## config.mk

```make
export PLATFORM = sky130hd
export DESIGN_NAME = lru_handle_cache
export DESIGN_NICKNAME = d
export VERILOG_FILES = /design/src/lhc_pkg.sv /design/src/lhc_ctrl.sv /design/src/lhc_dp.sv /design/src/lru_handle_cache.sv
export SDC_FILE = /design/constraint.sdc
export NUM_CORES = 1
export LEC_CHECK = 0
export BUFFER_PORTS_ARGS = -buffer_cell sky130_fd_sc_hd__buf_2
export CORE_MARGIN = 10
export CORE_UTILIZATION = 40
export CTS_CLUSTER_DIAMETER = 120
export CTS_CLUSTER_SIZE = 14
export DETAILED_ROUTE_END_ITERATION = 6
export PLACE_DENSITY_LB_ADDON = 0.1
export SYNTH_ARGS = -nofsm -noshare
export SYNTH_HDL_FRONTEND = slang
export SYNTH_HIERARCHICAL = 1
export SYNTH_SLANG_ARGS = --single-unit
```

## constraint.sdc

```tcl
create_clock -name i_clk -period 29.2 [get_ports i_clk]
set_clock_uncertainty 0.1 [all_clocks]
set_input_delay 4.38 -clock i_clk [delete_from_list [all_inputs] [get_ports i_clk]]
set_output_delay 4.38 -clock i_clk [all_outputs]
set_load 0.005 [all_outputs]
```

## src/lhc_pkg.sv

```systemverilog
// shared types and constants for the lru handle cache
package lhc_pkg;

    // fixed field widths
    localparam int ID_W      = 32;
    localparam int SLOT_W    = 4;
    localparam int TOTAL_W   = 32;
    localparam int TDATA_W   = 104;

    // result bit offsets inside the output tdata
    localparam int OFS_SLOT   = 0;
    localparam int OFS_HIT    = 4;
    localparam int OFS_OPEN   = 5;
    localparam int OFS_EVICT  = 6;
    localparam int OFS_EVID   = 7;
    localparam int OFS_ERR    = 39;
    localparam int OFS_HITS   = 40;
    localparam int OFS_MISSES = 72;

    // controller states
    typedef enum logic [2:0] {
        ST_IDLE,
        ST_DIRECT,
        ST_SCAN,
        ST_DRAIN,
        ST_COMMIT,
        ST_FL_RD,
        ST_FL_OUT
    } t_state;

    // kind of result loaded into the output register
    typedef enum logic [1:0] {
        RES_ASSOC,
        RES_DIRECT,
        RES_FLUSH
    } t_res_kind;

    // controller to datapath
    typedef struct packed {
        logic      start;
        logic      scan_step;
        logic      flush_step;
        logic      out_load;
        t_res_kind res_kind;
        logic      clear_store;
    } t_ctrl_cmd;

    // datapath to controller
    typedef struct packed {
        logic in_flush;
        logic direct;
        logic idx_last;
        logic idx_occ;
        logic occ_above;
        logic out_free;
    } t_dp_status;

endpackage

```

## src/lhc_ctrl.sv

```systemverilog
// controller state machine for the lru handle cache
module lhc_ctrl
    import lhc_pkg::*;
(
    input  logic       i_clk,
    input  logic       i_rst_n,
    input  logic       i_in_valid,
    output logic       o_in_ready,
    input  t_dp_status i_status,
    output t_ctrl_cmd  o_cmd
);

    t_state r_state;
    t_state n_state;

    // state register
    always_ff @(posedge i_clk) begin
        if (!i_rst_n) begin
            r_state <= ST_IDLE;
        end else begin
            r_state <= n_state;
        end
    end

    // next state and commands
    always_comb begin
        n_state           = r_state;
        o_cmd             = '0;
        o_cmd.res_kind    = RES_ASSOC;
        o_in_ready        = 1'b0;
        unique case (r_state)
            ST_IDLE: begin
                o_in_ready = 1'b1;
                if (i_in_valid) begin
                    o_cmd.start = 1'b1;
                    if (i_status.in_flush) begin
                        n_state = ST_FL_RD;
                    end else if (i_status.direct) begin
                        n_state = ST_DIRECT;
                    end else begin
                        n_state = ST_SCAN;
                    end
                end
            end
            ST_DIRECT: begin
                if (i_status.out_free) begin
                    o_cmd.out_load = 1'b1;
                    o_cmd.res_kind = RES_DIRECT;
                    n_state        = ST_IDLE;
                end
            end
            ST_SCAN: begin
                o_cmd.scan_step = 1'b1;
                if (i_status.idx_last) begin
                    n_state = ST_DRAIN;
                end
            end
            ST_DRAIN: begin
                n_state = ST_COMMIT;
            end
            ST_COMMIT: begin
                if (i_status.out_free) begin
                    o_cmd.out_load = 1'b1;
                    o_cmd.res_kind = RES_ASSOC;
                    n_state        = ST_IDLE;
                end
            end
            ST_FL_RD: begin
                if (i_status.idx_occ) begin
                    n_state = ST_FL_OUT;
                end else if (i_status.idx_last) begin
                    o_cmd.clear_store = 1'b1;
                    n_state           = ST_IDLE;
                end else begin
                    o_cmd.flush_step = 1'b1;
                end
            end
            ST_FL_OUT: begin
                if (i_status.out_free) begin
                    o_cmd.out_load = 1'b1;
                    o_cmd.res_kind = RES_FLUSH;
                    if (!i_status.occ_above) begin
                        o_cmd.clear_store = 1'b1;
                        n_state           = ST_IDLE;
                    end else begin
                        o_cmd.flush_step = 1'b1;
                        n_state          = ST_FL_RD;
                    end
                end
            end
            default: begin
                n_state = ST_IDLE;
            end
        endcase
    end

endmodule

```

## src/lhc_dp.sv

```systemverilog
// datapath of the lru handle cache: tag and age memories, occupancy, totals, output register
module lhc_dp
    import lhc_pkg::*;
#(
    parameter int SLOTS    = 16,
    parameter int AGE_BITS = 16
) (
    input  logic               i_clk,
    input  logic               i_rst_n,
    input  t_ctrl_cmd          i_cmd,
    output t_dp_status         o_status,
    input  logic               i_cfg_we,
    input  logic [ID_W-1:0]    i_cfg_wdata,
    input  logic               i_in_mode,
    input  logic [ID_W-1:0]    i_in_id,
    input  logic               i_out_ready,
    output logic               o_out_valid,
    output logic [TDATA_W-1:0] o_out_data,
    output logic               o_out_last
);

    localparam int SW = (SLOTS > 1) ? $clog2(SLOTS) : 1;
    localparam logic [SW-1:0]       IDX_LAST = SW'(SLOTS - 1);
    localparam logic [AGE_BITS-1:0] AGE_ONE  = AGE_BITS'(1);

    // configuration and request
    logic [ID_W-1:0]     r_id_count;
    logic [ID_W-1:0]     r_req_id;

    // per-slot flags and memories
    logic [SLOTS-1:0]    r_occ;
    logic [SLOTS-1:0]    r_age_vld;
    logic [ID_W-1:0]     r_tag_mem [SLOTS];
    logic [AGE_BITS-1:0] r_age_mem [SLOTS];

    // slot walk and read pipeline
    logic [SW-1:0]       r_idx;
    logic [SW-1:0]       r_rd_idx;
    logic [ID_W-1:0]     r_tag_q;
    logic [AGE_BITS-1:0] r_age_q;
    logic                r_occ_q;
    logic                r_agev_q;
    logic                r_scan_vld;

    // scan results
    logic                r_found_vld;
    logic [SW-1:0]       r_found_idx;
    logic [AGE_BITS-1:0] r_best;
    logic [SW-1:0]       r_vict_idx;
    logic [ID_W-1:0]     r_vict_tag;
    logic                r_vict_occ;

    // totals and output register
    logic [TOTAL_W-1:0]  r_hits;
    logic [TOTAL_W-1:0]  r_misses;
    logic                r_out_vld;
    logic [TDATA_W-1:0]  r_out_data;
    logic                r_out_last;

    logic [AGE_BITS-1:0] age_cur;
    logic [AGE_BITS-1:0] age_inc;
    logic [SW-1:0]       victim;
    logic [SW-1:0]       dir_idx;
    logic                dir_err;
    logic                dir_occ;
    logic                occ_above;
    logic                assoc_load;
    logic                direct_load;
    logic [TOTAL_W-1:0]  n_hits;
    logic [TOTAL_W-1:0]  n_misses;

    logic                tag_we;
    logic [SW-1:0]       tag_wa;
    logic                age_we;
    logic [SW-1:0]       age_wa;
    logic [AGE_BITS-1:0] age_wd;

    logic [SW-1:0]       res_idx;
    logic [SW+3:0]       res_idx_ext;
    logic                res_hit;
    logic                res_open;
    logic                res_ev;
    logic [ID_W-1:0]     res_evid;
    logic                res_err;
    logic                res_last;

    // age of the slot just read, saturating increment
    assign age_cur = r_agev_q ? r_age_q : '0;
    assign age_inc = (age_cur == '1) ? age_cur : age_cur + AGE_ONE;

    assign victim  = r_found_vld ? r_found_idx : r_vict_idx;
    assign dir_idx = r_req_id[SW-1:0];
    assign dir_err = (r_req_id >= r_id_count);
    assign dir_occ = r_occ[dir_idx];

    assign assoc_load  = i_cmd.out_load && (i_cmd.res_kind == RES_ASSOC);
    assign direct_load = i_cmd.out_load && (i_cmd.res_kind == RES_DIRECT);

    assign n_hits   = r_hits + TOTAL_W'(assoc_load && r_found_vld);
    assign n_misses = r_misses + TOTAL_W'(assoc_load && !r_found_vld);

    // any occupied slot above the current one
    always_comb begin
        occ_above = 1'b0;
        for (int j = 0; j < SLOTS; j++) begin
            if (r_occ[j] && (j > int'(r_idx))) begin
                occ_above = 1'b1;
            end
        end
    end

    // status to the controller
    always_comb begin
        o_status.in_flush  = i_in_mode;
        o_status.direct    = ({1'b0, r_id_count} <= (ID_W + 1)'(SLOTS));
        o_status.idx_last  = (r_idx == IDX_LAST);
        o_status.idx_occ   = r_occ[r_idx];
        o_status.occ_above = occ_above;
        o_status.out_free  = !r_out_vld || i_out_ready;
    end

    // memory write selection
    always_comb begin
        tag_we = 1'b0;
        tag_wa = victim;
        if (assoc_load && !r_found_vld) begin
            tag_we = 1'b1;
            tag_wa = victim;
        end else if (direct_load && !dir_err && !dir_occ) begin
            tag_we = 1'b1;
            tag_wa = dir_idx;
        end
        age_we = 1'b0;
        age_wa = r_rd_idx;
        age_wd = age_inc;
        if (r_scan_vld) begin
            age_we = 1'b1;
        end else if (assoc_load) begin
            age_we = 1'b1;
            age_wa = victim;
            age_wd = AGE_ONE;
        end
    end

    // tag memory
    always_ff @(posedge i_clk) begin
        if (tag_we) begin
            r_tag_mem[tag_wa] <= r_req_id;
        end
        r_tag_q <= r_tag_mem[r_idx];
    end

    // age memory
    always_ff @(posedge i_clk) begin
        if (age_we) begin
            r_age_mem[age_wa] <= age_wd;
        end
        r_age_q <= r_age_mem[r_idx];
    end

    // flags that travel with the read data
    always_ff @(posedge i_clk) begin
        r_rd_idx <= r_idx;
        r_occ_q  <= r_occ[r_idx];
        r_agev_q <= r_age_vld[r_idx];
    end

    // occupancy and age valid bits
    always_ff @(posedge i_clk) begin
        if (!i_rst_n) begin
            r_occ     <= '0;
            r_age_vld <= '0;
        end else if (i_cfg_we || i_cmd.clear_store) begin
            r_occ     <= '0;
            r_age_vld <= '0;
        end else begin
            if (tag_we) begin
                r_occ[tag_wa] <= 1'b1;
            end
            if (age_we) begin
                r_age_vld[age_wa] <= 1'b1;
            end
        end
    end

    // id count register
    always_ff @(posedge i_clk) begin
        if (!i_rst_n) begin
            r_id_count <= '1;
        end else if (i_cfg_we) begin
            r_id_count <= i_cfg_wdata;
        end
    end

    // slot walk counter
    always_ff @(posedge i_clk) begin
        if (!i_rst_n) begin
            r_idx      <= '0;
            r_scan_vld <= 1'b0;
        end else begin
            r_scan_vld <= i_cmd.scan_step;
            if (i_cmd.start) begin
                r_idx <= '0;
            end else if ((i_cmd.scan_step || i_cmd.flush_step) && (r_idx != IDX_LAST)) begin
                r_idx <= r_idx + SW'(1);
            end
        end
    end

    // request capture and scan tracking
    always_ff @(posedge i_clk) begin
        if (i_cmd.start) begin
            r_req_id    <= i_in_id;
            r_found_vld <= 1'b0;
            r_found_idx <= '0;
            r_best      <= '0;
            r_vict_idx  <= '0;
            r_vict_tag  <= '0;
            r_vict_occ  <= 1'b0;
        end else if (r_scan_vld) begin
            if (r_occ_q && (r_tag_q == r_req_id)) begin
                r_found_vld <= 1'b1;
                r_found_idx <= r_rd_idx;
            end
            if (age_cur >= r_best) begin
                r_best     <= age_cur;
                r_vict_idx <= r_rd_idx;
                r_vict_tag <= r_tag_q;
                r_vict_occ <= r_occ_q;
            end
        end
    end

    // hit and miss totals
    always_ff @(posedge i_clk) begin
        if (!i_rst_n) begin
            r_hits   <= '0;
            r_misses <= '0;
        end else if (assoc_load) begin
            r_hits   <= n_hits;
            r_misses <= n_misses;
        end
    end

    // result fields by kind
    always_comb begin
        res_idx  = '0;
        res_hit  = 1'b0;
        res_open = 1'b0;
        res_ev   = 1'b0;
        res_evid = '0;
        res_err  = 1'b0;
        res_last = 1'b1;
        case (i_cmd.res_kind)
            RES_ASSOC: begin
                res_idx  = victim;
                res_hit  = r_found_vld;
                res_open = !r_found_vld;
                res_ev   = !r_found_vld && r_vict_occ;
                res_evid = res_ev ? r_vict_tag : '0;
            end
            RES_DIRECT: begin
                if (dir_err) begin
                    res_err = 1'b1;
                end else begin
                    res_idx  = dir_idx;
                    res_hit  = dir_occ;
                    res_open = !dir_occ;
                end
            end
            RES_FLUSH: begin
                res_idx  = r_idx;
                res_ev   = 1'b1;
                res_evid = r_tag_q;
                res_last = !occ_above;
            end
            default: begin
                res_idx = '0;
            end
        endcase
    end

    assign res_idx_ext = {4'b0000, res_idx};

    // output register
    always_ff @(posedge i_clk) begin
        if (!i_rst_n) begin
            r_out_vld <= 1'b0;
        end else if (i_cmd.out_load) begin
            r_out_vld <= 1'b1;
        end else if (i_out_ready) begin
            r_out_vld <= 1'b0;
        end
    end

    always_ff @(posedge i_clk) begin
        if (i_cmd.out_load) begin
            r_out_data <= {n_misses, n_hits, res_err, res_evid, res_ev, res_open,
                           res_hit, res_idx_ext[SLOT_W-1:0]};
            r_out_last <= res_last;
        end
    end

    assign o_out_valid = r_out_vld;
    assign o_out_data  = r_out_data;
    assign o_out_last  = r_out_last;

endmodule

```

## src/lru_handle_cache.sv

```systemverilog
// top level of the lru handle cache
//
// usage: requests enter on the s_axis channel (tuser = mode, 0 lookup, 1 flush;
// tdata = id). results leave on the m_axis channel, tlast on the final result of
// each request. id_count is written through i_cfg_we / i_cfg_wdata while idle;
// a write empties the store, totals are kept.
// one request is handled at a time.
//   associative lookup: accept, one slot read per cycle over the tag and age
//   memories, drain of the read pipeline, commit
//   direct lookup: accept, then load of the result once the output register is free
//   flush: a read of each slot up to the last occupied one, an output step per closed slot
// the slot-serial walk, one read a cycle from the tag and age memories, sets the
// lookup time. results sit in an output register, so the next request is taken
// while the last result still waits on m_axis_tready; a stalled receiver holds
// a multi-result flush at the next result.
// reset: synchronous, active low; empties the store, clears the totals and
// returns id_count to all ones (associative mode).
module lru_handle_cache
    import lhc_pkg::*;
#(
    parameter int SLOTS    = 16,
    parameter int AGE_BITS = 16
) (
    input  logic               i_clk,
    input  logic               i_rst_n,
    input  logic               s_axis_tvalid,
    output logic               s_axis_tready,
    input  logic [ID_W-1:0]    s_axis_tdata,   // id
    input  logic [0:0]         s_axis_tuser,   // mode
    output logic               m_axis_tvalid,
    input  logic               m_axis_tready,
    // slot, hit, open_needed, evict_valid, evicted_id, id_error, hits_total, misses_total
    output logic [TDATA_W-1:0] m_axis_tdata,
    output logic               m_axis_tlast,
    input  logic               i_cfg_we,
    input  logic [ID_W-1:0]    i_cfg_wdata
);

    t_ctrl_cmd  cmd;
    t_dp_status status;

    // controller
    lhc_ctrl u_ctrl (
        .i_clk      (i_clk),
        .i_rst_n    (i_rst_n),
        .i_in_valid (s_axis_tvalid),
        .o_in_ready (s_axis_tready),
        .i_status   (status),
        .o_cmd      (cmd)
    );

    // datapath
    lhc_dp #(
        .SLOTS    (SLOTS),
        .AGE_BITS (AGE_BITS)
    ) u_dp (
        .i_clk       (i_clk),
        .i_rst_n     (i_rst_n),
        .i_cmd       (cmd),
        .o_status    (status),
        .i_cfg_we    (i_cfg_we),
        .i_cfg_wdata (i_cfg_wdata),
        .i_in_mode   (s_axis_tuser[0]),
        .i_in_id     (s_axis_tdata),
        .i_out_ready (m_axis_tready),
        .o_out_valid (m_axis_tvalid),
        .o_out_data  (m_axis_tdata),
        .o_out_last  (m_axis_tlast)
    );

endmodule

```

* Word level (Yosys, flattened, before mapping)
Memory sizes are Yosys's and may differ from the RTL's. A register that Yosys moved wholly into a read port is not among the register bits.
Cells that the tools add are included.
** Word-level totals
- Bits in writable memories :: 768
- Bits in registers :: 338
- Memories :: 2
- Output and inout bits :: 107
- Word-level logic and storage cells :: 195
** Memory list
- u_dp.r_tag_mem :: words 16, bits a word 32, rd ports 1, clocked after memory_dff 1, write ports 1, RTL line lhc_dp.sv:33 : logic [ID_W-1:0] r_tag_mem [SLOTS];
- u_dp.r_age_mem :: words 16, bits a word 16, rd ports 1, clocked after memory_dff 1, write ports 1, RTL line lhc_dp.sv:34 : logic [AGE_BITS-1:0] r_age_mem [SLOTS];
** Cells by class
- Reduce and logical (&&, ||, !) cells :: 43
- Add/sub/neg operators :: 4
- Order comparisons :: 24
- Bitwise operators :: 3
- Mux-type cells :: 80
- Eq/ne operators :: 17
** Operators with widths (number)
- 32-bit by 1-bit adder with 32-bit output :: 2
- 16-bit 2-to-1 mux :: 4
- 32-bit one-hot mux with 2 select lines :: 1
- 1-bit 2-to-1 mux :: 43
- 32-bit equality test :: 1
- 32-bit greater-or-equal comparator :: 1
- 4-bit > comparator (first input constant) :: 8
- 32-bit by 5-bit <= comparator with 1-bit output (second input constant) :: 1
- 32-bit 2-to-1 mux :: 1
- 16-bit bitwise OR :: 2
- 3-bit 2-to-1 mux :: 10
- 1-bit logical AND :: 26
- 4-bit 2-to-1 mux :: 6
- 4-bit by 5-bit < comparator with 1-bit output (second input constant) :: 4
- 3-bit one-hot mux with 6 select lines :: 1
- 16-bit by 1-bit adder with 16-bit output (second input constant) :: 1
- 16-bit equality test (second input constant) :: 1
- 16-bit greater-or-equal comparator :: 1
- 3-bit by 4-bit > comparator with 1-bit output (first input constant) :: 4
- 1-bit binary-select mux with 4-bit select :: 3
- 4-bit one-hot mux with 3 select lines :: 1
- 1-bit one-hot mux with 2 select lines :: 5
- 3-bit equality test (second input constant) :: 3
- 3-bit one-hot mux with 3 select lines :: 1
- 25 further kinds :: 40

* Logic depth before layout (Yosys ltp)
Gate-level depths: netlist (run 1).
- Word-level depth :: 31
- Gate-level depth with buffers :: 19
- Gate-level depth less buffers :: 14

* Cells and area by module
Netlist (run 1), hierarchy kept.
** Modules (own cells, without submodules)
- lhc_dp :: instances 1, cells an instance 3091, sequential area each 32100.8 µm², area an instance 46502.1 µm²
- lhc_ctrl :: instances 1, cells an instance 44, sequential area each 60.1 µm², area an instance 350.3 µm²

* Least setup slack after synthesis (run 1)
No wires, ideal clock.
- Path type :: input port to flip-flop
- Start point :: in m_axis_tready
- End point :: reg u_dp.r_hits[29]
- Path buffers :: 1
- Arrival time :: 12844 ps
- Setup time :: 115 ps
- Slack :: 16141 ps
- Stages on the path :: 14
- Cells stage by stage :: nand2b_1 > nor2b_1 > nand2b_1 > nor2_1 > clkbuf_1 > and2_1 > ha_1 > and3_1 > nand4_1 > nor3_1 > nand4_1 > nor3_1 > xor2_1 > and2_1
** RTL lines
- start, declared :: RTL line lru_handle_cache.sv:31 : input logic m_axis_tready,
- end signal, assigned :: RTL line lhc_dp.sv:240 : r_hits <= n_hits;
- end, declared :: RTL line lhc_dp.sv:54 : logic [TOTAL_W-1:0] r_hits;

==> run metrics, run 1 <==
Post-CTS Resized 0; CTS tree yes; Hold Path Class reg2reg; clk buf depth 3; Slew Limit Headroom 15.61%; Nets ~3,400; routed vias 26,730; Filler Cell Count 10,300; hold_buf cts 0; GR Util All Layers 18.40%; clock group share of total power between 20% and 30%; Layout Cells excl Fill 4,917; unrepaired setup endpoints after global routing no; Placer Congestion about 0.83; Layout area overhead 12.08%; switching part of the total power 30.17%; share of cells above drive strength 1 between 15 and 20%; die area 131,200 um2; IO Port Bufs 176; crit-path max FO 27; DIE WIDTH 362.2 um; syn_nets between 3,000 and 4,000; Netlist Area Pre-Place 46,850 um2; switching power 1.309 mW; CTS Root Cell clkbuf_16; Max-Cap Viols 0; main flop type after synthesis edfxtp_1; GR Overflow Total 0; placement row count 125; Vias/cell approximately 5.4; footprint of the multi-input gates 13,970 um2; Top Ports ~180; Reg-to-Reg Start u_dp/r_req_id[23]; Synthesis Warnings 6; Die H 362.2 um; Post-synth EDFFs 905; initial antenna violation count 8; Power Internal 3.031 mW; Place WS around 20,000 ps; total wire length 123,900 um; Peak VDD IR 0.00005289 V; vias in the first global route about 27,000; Combinational Power Share about a fifth; Netlist cell types 68; first-pass GRT wire length 181,000 um; synthesized area per cell 14.94 um2; clk_lat worst skew 700 ps; # DRC 0; Initial Util 40.32%; Storage cell area 32,170 um2; hold path startpoint u_dp/r_age_vld[13]; CP startpoint m_axis_tready; WP data arrival 8770 ps; Antenna Nets Post-Route 0; Tightest Pin Transition about 1300 ps; hold_ws roughly 370 ps; Leak Pwr between 15 and 20 nW; CTS clk-pin slew, worst paths 60 ps; core region area about 120,000 um2; Crit path required time between 20,000 and 30,000 ps; power per cell area 82.66 nW/um2; sequential-to-total area share from yosys stat 68.64%; wire length per cell 25.19 um; Seq pwr share between 50% and 60%; Post-synth ARST share 0%; Synth Instances 3,135; final hold vios 0; depth of the CTS H-tree 3; 1st-iter DRT viols 1,949; DPL Wire Length 78,760 um; total power ~4.3 mW; status complete, no violations; CP Class in2reg; Post-CTS Setup Repair Bufs 0; fin. max-slew vios 0; Initial DRT Pass Iterations 5; Placed Instances roughly 4,700; setup TNS 0 ps; Final min period 8276 ps; Final setup viols 0; Yosys reg bits between 1,000 and 1,500; nature of the critical path endpoint flop; final period utilization 28.34%; startpoint types primary input; fmax roughly 120 MHz; clock sink count 1,154; setup ws final 20,920 ps; largest net degree at the start of global routing 79; Num CTS Buffers 92
## sequential cells by signal, summed over array words and instances, names as in the netlist, 4 cells and up
name	count
u_dp/r_age_q	16
u_dp/o_out_data	104
u_dp/r_tag_mem	512
u_dp/r_idx	4
u_dp/r_tag_q	32
u_dp/r_best	16
u_dp/r_age_vld	16
u_dp/r_rd_idx	4
u_dp/r_vict_tag	32
u_dp/r_req_id	32
u_dp/r_found_idx	4
u_dp/r_vict_idx	4
u_dp/r_misses	32
u_dp/r_occ	16
u_dp/r_age_mem	256
u_dp/r_id_count	32
u_dp/r_hits	32
## per-stage QoR
stage	utilization (%)	cell area [um2]
floorplan	-	46850
global placement	42.84	49780
detailed placement	42.84	49780
CTS	45.18	52500
global route	45.18	52510
finish	45.19	52510
## worst max-delay path, stage by stage
cell and delay [ps]:
buf_2 90, nand2b_1 300, and3_1 390, nand2b_1 260
nor2_2 100, buf_4 310, and2_1 180, ha_1 170
and3_1 210, nand4_1 210, nor3_1 1000, nand4_1 470
nor3_1 350, xor2_1 180, and2_1 150
## layout make-up
| class | instances | area share, % |
|---|---|---|
| multi-input combinational | 1735 | 26.60 |
| tap | 1524 | 3.631 |
| antenna | 3 | 0.01430 |
| timing repair buffer | 248 | 2.712 |
| clock inverter | 6 | 0.1978 |
| clock buffer | 166 | 4.994 |
| inverter | 81 | 0.5790 |
| sequential | 1154 | 61.27 |
## cells in the mapped netlist, types with 42 or more instances
cell type / instances / area (um2)
edfxtp_1: 905 / 27180
dfxtp_1: 249 / 4985
mux2i_1: 212 / 2122
nand2_1: 173 / 649.4
a21oi_1: 144 / 720.7
nor2_1: 135 / 506.7
clkbuf_1: 130 / 488.0
mux4_2: 105 / 2365
nand2b_1: 102 / 638.1
xor2_1: 99 / 867.1
o21ai_0: 84 / 420.4
inv_1: 81 / 304.0
and2_1: 65 / 406.6
xnor2_1: 57 / 499.2
ha_1: 56 / 700.7
mux2_2: 56 / 630.6
o221ai_1: 51 / 446.7
o22ai_1: 50 / 312.8
nand3_1: 42 / 210.2
## final timing paths
check / endpoint / slack [ps] / cells past startpoint
max: u_dp/r_hits[29] / 20920 / 15
min: u_dp/r_age_vld[13] / 370 / 1
max reg2reg: u_dp/r_tag_mem[13][23] / 23640 / 10
min reg2reg: u_dp/r_age_vld[13] / 370 / 1
## layout by cell type (no fill, tap or decap), types with 57 or more instances in the layout
master	Yosys	routed
buf_2	0	175
clkbuf_1	130	72
nand2_1	173	171
a21oi_1	144	143
xor2_1	99	99
xnor2_1	57	57
clkbuf_16	0	94
nand2b_1	102	102
edfxtp_1	905	905
nor2_1	135	99
mux4_2	105	105
o21ai_0	84	84
and2_1	65	63
inv_1	81	81
dfxtp_1	249	245
mux2i_1	212	212
buf_4	3	73
## power by group through the flow
stage	Sequential (mW)	Clock [mW]	Combinational, mW
3_5_place_dp	2.27	0	0.941
2_1_floorplan	2.21	0	0.572
5_1_grt	2.25	1.29	1.00
4_1_cts	2.23	1.23	0.941
6_report	2.23	1.19	0.919
3_3_place_gp	2.26	0	0.926
## per-layer routing
layer	GRT usage, %	vias up	wire length (um)	share of wire, %
met5	0	-	0	0
met4	4.812	0	3030	2.4
met3	3.854	165	7408	6.0
met2	30.73	703	60370	49
met1	24.29	13610	53040	43
li1	-	12250	-	-
## cells by family (layout without fill, tap and decap cells)
kind of cell             count (synthesis)  count (layout)  share of synthesized area (%)
buffers and inverters                  246             501                          2.043
multiplexers                           373             373                          10.92
AO/OA/AOI/OAI                          480             480                          6.735
flip-flops                            1154            1154                          68.64
adder cells (fa/ha/maj)                 56              56                          1.495
AND/OR/NAND/NOR                        670             670                          7.245
XOR/XNOR                               156             156                          2.916
other                                    0               3                              0
Power figures use the tool's default switching activity.
==> run 2: changes to the inputs <==
==> constraint.sdc (replaced) <==
create_clock -name i_clk -period 6.9 [get_ports i_clk]
set_clock_uncertainty 0.1 [all_clocks]
set_input_delay 1.035 -clock i_clk [delete_from_list [all_inputs] [get_ports i_clk]]
set_output_delay 1.035 -clock i_clk [all_outputs]
set_load 0.005 [all_outputs]
==> run 2 against run 1 <==
  * Total power rose to 4.2 times the previous value
  * Critical path depth shrank 6
  * Clock-buffer cell count fell by 1
  * Utilization barely moved
  * Final cell count is essentially flat
==> run metrics, run 2 (synthesis results as in run 1) <==
startpoint types flop; Max-Cap Viols 0 (unchanged); clk_lat worst skew 680 ps (-20 ps); Largest Register u_dp/r_tag_mem; GR Overflow Total 0 (unchanged); placement row count 125 (unchanged); depth of the CTS H-tree 3 (unchanged); setup ws final 1348 ps (-19,580 ps); Leak Pwr 17.68 nW (+0.15%); final period utilization 80.47%; core region area 116,200 um2 (unchanged); Hold Path Class reg2reg; routed vias 26,800 (+0.28%); DPL Wire Length 77,360 um (-1.8%); largest net degree at the start of global routing 127 (+61%); initial antenna violation count 6 (-2); Nets 3,446 (+0.23%); most common cell after layout, fill and taps aside edfxtp_1; crit-path max FO 32 (+19%); Final min period 5552 ps; Vias/cell 5.446 (+0.20%); total power 18.27 mW (+320%); Slew Limit Headroom 10.29% (-5.3 points); share of cells above drive strength 1 17.20% (+0.058 points); hold_buf cts 0 (unchanged); met2 WL 59,880 um (-0.81%); status complete, no violations; Die H 362.2 um (unchanged); Tightest Pin Transition 1346 ps (+79.85 ps); DR top layer met5; Layout area overhead 12.10% (about the same); DIE WIDTH 362.2 um (unchanged); vias in the first global route 27,180 (+1.1%); Post-CTS Resized 0 (unchanged); max reg flops 512 (unchanged); fin. max-slew vios 0 (unchanged); setup TNS 0 ps (unchanged); Antenna Nets Post-Route 0 (unchanged); wire length per cell 25.31 um (+0.49%); Placer Congestion 0.8404 (+1.7%); unrepaired setup endpoints after global routing no; Initial Util 40.32% (unchanged); clock sink count 1,154 (unchanged); Peak VDD IR 0.0002639 V (+400%); fmax 180.1 MHz; CTS tree yes; IO Port Bufs 176 (unchanged); Crit path required time 7080 ps (-22,620 ps); CTS Root Cell clkbuf_16; Num CTS Buffers 92 (unchanged); clk buf depth 3 (unchanged); commonest non-fill, non-tap cells in the layout edfxtp_1, dfxtp_1, mux2i_1; Post-CTS Setup Repair Bufs 0 (unchanged); Final setup viols 0 (unchanged); WP data arrival 5730 ps (-3040 ps); wire length on met3 6697 um (-9.6%); Met1 Wirelength 54,810 um (+3.3%); first-pass GRT wire length 182,900 um (+1.0%); CTS clk-pin slew, worst paths 70 ps (about the same); Initial DRT Pass Iterations 5 (unchanged); # DRC 0 (unchanged); 1st-iter DRT viols 1,944 (-0.26%); final hold vios 0 (unchanged); Filler Cell Count 10,240 (-0.56%); total wire length 124,600 um (+0.57%); die area 131,200 um2 (unchanged); nature of the critical path endpoint flop; Place WS 1441 ps (-18,880 ps); power per cell area 347.8 nW/um2 (+320%); GR Util All Layers 18.63% (+0.22 points); CP Class reg2reg; Top Ports 177 (unchanged)
==> run 2: cell count changes in the layout (fill, tap and decap cells not counted), sizes merged <==
cell,previous run,this run
buf,248,256
clkinv,2,1
diode,3,1
clkbuf,166,165
==> run 2: final cells by class <==
class                   count  area (um2)  share of cell area [%]
multi-input cells        1735       13960                   26.57
diodes                      1       2.502                0.004764
inverters                  81       304.0                  0.5789
well taps                1524        1907                   3.630
clock inverters             5       65.06                  0.1239
flip-flops and latches   1154       32170                   61.26
clock buffers             165        2619                   4.986
repair buffers            256        1496                   2.849
==> run 2: worst paths after layout <==
path | from | to | slack (ps) | depth (start not counted)
worst max-delay path | u_dp/r_req_id[31] | u_dp/r_tag_mem[9][12] | 1350 | 9
worst min-delay path | u_dp/r_age_vld[3] | u_dp/r_age_vld[3] | 360 | 1
worst max register to register | u_dp/r_req_id[31] | u_dp/r_tag_mem[9][12] | 1350 | 9
worst min register to register | u_dp/r_age_vld[3] | u_dp/r_age_vld[3] | 360 | 1
==> run 2: stage by stage <==
stage          utilization (%)  hold WS (ps)  cell area [um2]  cells
2_1_floorplan                -         229.0            46860   3135
3_3_place_gp             42.89         341.3            49840   4750
3_5_place_dp             42.89         347.8            49840   4750
4_1_cts                  45.20         363.2            52520   4920
5_1_grt                  45.20         384.4            52520   4920
6_report                 45.20         359.7            52520   4921
==> run 2: routing by layer <==
metal	global-route usage, %	up-vias
met4	5.157	2
met3	3.534	164
li1	-	12260
met5	0	-
met2	30.91	670
met1	24.88	13710
==> run 2: worst max-delay path, stage by stage (launching register included) <==
cell and delay, ps:
edfxtp_1 750, ha_1 370, nand4_1 170, nor3_1 80, a2111oi_0 920, buf_4 280, nand4_2 230, nor4_1 740
nor2_1 380, nor2_4 1100
==> run 2: report_power, final <==
group | switching, mW | internal [mW] | leakage [nW]
clock network | 2.42 | 2.57 | 1.27
registers | 0.696 | 8.74 | 10.3
logic | 2.34 | 1.50 | 6.10
total | 5.46 | 12.8 | 17.7
==> run 3: changes to the inputs <==
==> constraint.sdc (replaced) <==
create_clock -name i_clk -period 4.45 [get_ports i_clk]
set_clock_uncertainty 0.1 [all_clocks]
set_input_delay 0.6675 -clock i_clk [delete_from_list [all_inputs] [get_ports i_clk]]
set_output_delay 0.6675 -clock i_clk [all_outputs]
set_load 0.005 [all_outputs]
==> run 3 against run 2 <==
  * Sequential cell count unchanged
  * Critical endpoint is now u_dp/r_tag_mem[13][5]
  * Total power increased by 57%
  * Critical path type unchanged
  * Clock power grew 54%
  * Largest power group unchanged
  * Setup slack got worse by 1000 ps
  * Largest cell class unchanged
==> run metrics, run 3 (synthesis results as in run 1) <==
status complete, no violations; switching part of the total power 30.39% (+0.48 points); vias in the first global route 27,390 (+0.74%); Slew Limit Headroom 21.61% (+11 points); startpoint types flop; clock group share of total power 26.9% (-0.4 points); final period utilization 93.26% (+13 points); switching power 8.696 mW (+59%); total wire length 128,200 um (+3.0%); Hold Path Class in2reg; Leak Pwr 18.00 nW (+1.8%); Largest Register u_dp/r_tag_mem; Vias/cell 5.436 (-0.19%); placement row count 125 (unchanged); largest net degree at the start of global routing 119 (-6.3%); commonest non-fill, non-tap cells in the layout edfxtp_1, dfxtp_1, mux2i_1; CTS clk-pin slew, worst paths 70 ps (about the same); Top Ports 177 (unchanged); Final setup viols 0 (unchanged); 1st-iter DRT viols 2,391 (+23%); fin. max-slew vios 0 (unchanged); share of cells above drive strength 1 19.12% (+1.9 points); Layout Cells excl Fill 4,973 (+1.1%); Nets 3,495 (+1.4%); final hold vios 0 (unchanged); die area 131,200 um2 (unchanged); clk buf depth 3 (unchanged); fmax 241.0 MHz (+34%); Seq pwr share 50.8% (-0.9 points); GR Overflow Total 0 (unchanged); power per cell area 537.5 nW/um2 (+55%); Hold Crit Endpoint u_dp/r_req_id[18]; unrepaired setup endpoints after global routing no; depth of the CTS H-tree 3 (unchanged); crit-path max FO 20 (-38%); total power 28.61 mW (+57%); Combinational Power Share 22.3% (+1.3 points); # DRC 0 (unchanged); nature of the critical path endpoint flop; clk_lat worst skew 690 ps (about the same); Filler Cell Count 10,170 (-0.71%); IO Port Bufs 176 (unchanged); core region area 116,200 um2 (unchanged); Reg-to-Reg Start u_dp/r_req_id[0]; Antenna Nets Post-Route 0 (unchanged); Placer Congestion 0.8469 (+0.77%); R2R setup slack 300 ps (-1050 ps); WHS Path Cells 1 (unchanged); GR Util All Layers 19.11% (+0.49 points); DPL Wire Length 81,390 um (+5.2%); CP Class reg2reg; Die H 362.2 um (unchanged); Post-CTS Setup Repair Bufs 0 (unchanged); Power Internal 19.91 mW (+56%); Final min period 4150 ps (-1402 ps); routed vias 27,030 (+0.87%); wire length per cell 25.79 um (+1.9%); max reg flops 512 (unchanged); R2R depth 8 (-1); Placed Instances 4,799 (+1.0%); WP data arrival 4360 ps (-1370 ps); Initial DRT Pass Iterations 6 (+1); CTS tree yes; Post-CTS Resized 0 (unchanged); CP startpoint u_dp/r_req_id[0]; Num CTS Buffers 92 (unchanged); Crit path required time 4660 ps (-2420 ps); clock sink count 1,154 (unchanged); Peak VDD IR 0.0003287 V (+25%); most common cell after layout, fill and taps aside edfxtp_1; first-pass GRT wire length 187,100 um (+2.3%); DIE WIDTH 362.2 um (unchanged); hold_buf cts 0 (unchanged); Layout area overhead 13.60%; Tightest Pin Transition 1143 ps (-202.5 ps); reg2reg end u_dp/r_tag_mem[13][5]; hold path startpoint s_axis_tdata[18]; Initial Util 40.32% (unchanged); footprint of the multi-input gates 14,230 um2 (+2.0%); CTS Root Cell clkbuf_16; Storage cell area 32,170 um2 (unchanged); Max-Cap Viols 0 (unchanged); initial antenna violation count 5 (-1)
run 3: changes by cell type in the layout (fill, tap and decap cells not counted), moves of 3 or more:
cell / before / now
nor4b_4: 0 / 3
buf_4: 80 / 122
a21oi_1: 143 / 138
nor2_1: 102 / 99
nor3_4: 0 / 3
nor2_4: 16 / 19
nor3_2: 1 / 6
buf_12: 1 / 8
clkinv_8: 0 / 3
nor4_1: 19 / 16
a21oi_4: 1 / 4
nor3_1: 32 / 24
nor4_4: 0 / 3
run 3: how the worst max path moves through the flow:
stage	end	depth (start not counted)	slack, ps
2_1_floorplan	u_dp/r_hits[30]	15	-740
3_5_place_dp	u_dp/r_tag_mem[14][4]	8	190
3_3_place_gp	u_dp/r_tag_mem[14][4]	8	300
4_1_cts	u_dp/r_tag_mem[14][9]	8	140
5_1_grt	u_dp/r_tag_mem[14][9]	8	150
6_report	u_dp/r_tag_mem[13][5]	8	300
run 3: final cells by class:
class	count	area share, %
antenna	3	0.01410
sequential	1154	60.45
clock buffer	165	4.840
multi-input combinational	1735	26.74
tap	1524	3.583
timing repair buffer	305	3.667
clock inverter	6	0.1410
inverter	81	0.5712
run 3: through the flow:
step | cell area, um2 | hold WS (ps) | setup TNS [ps] | util [%] | setup WS, ps
floorplan | 47260 | 229.0 | -445500 | - | -742.5
global placement | 50560 | 342.3 | 0 | 43.51 | 298.9
detailed placement | 50560 | 350.4 | 0 | 43.51 | 188.2
CTS | 53210 | 13.03 | 0 | 45.79 | 137.5
global route | 53220 | 36.96 | 0 | 45.80 | 147.1
finish | 53220 | 56.40 | 0 | 45.80 | 299.9
run 3: worst max-delay path, stage by stage (launching register included):
cell,delay (ps)
edfxtp_1,600
mux4_2,550
mux4_2,540
nor3_2,390
nand4_4,300
nor4_4,580
nor2_4,150
nor2_4,120
buf_4,410
run 3: routing by layer:
layer	track usage, %	wire (um)	share of wire, %
met5	0	0	0
met2	31.36	61250	48
met1	26.02	56780	44
met3	3.564	7401	5.8
met4	4.940	2817	2.2
run 3: power groups by stage:
stage / Clock [mW] / Combinational [mW] / Sequential (mW)
after floorplan: 0 / 3.84 / 14.4
after global placement: 0 / 6.39 / 14.7
after detailed placement: 0 / 6.48 / 14.8
after CTS: 7.96 / 6.50 / 14.5
after global routing: 8.36 / 6.95 / 14.7
final: 7.70 / 6.38 / 14.5
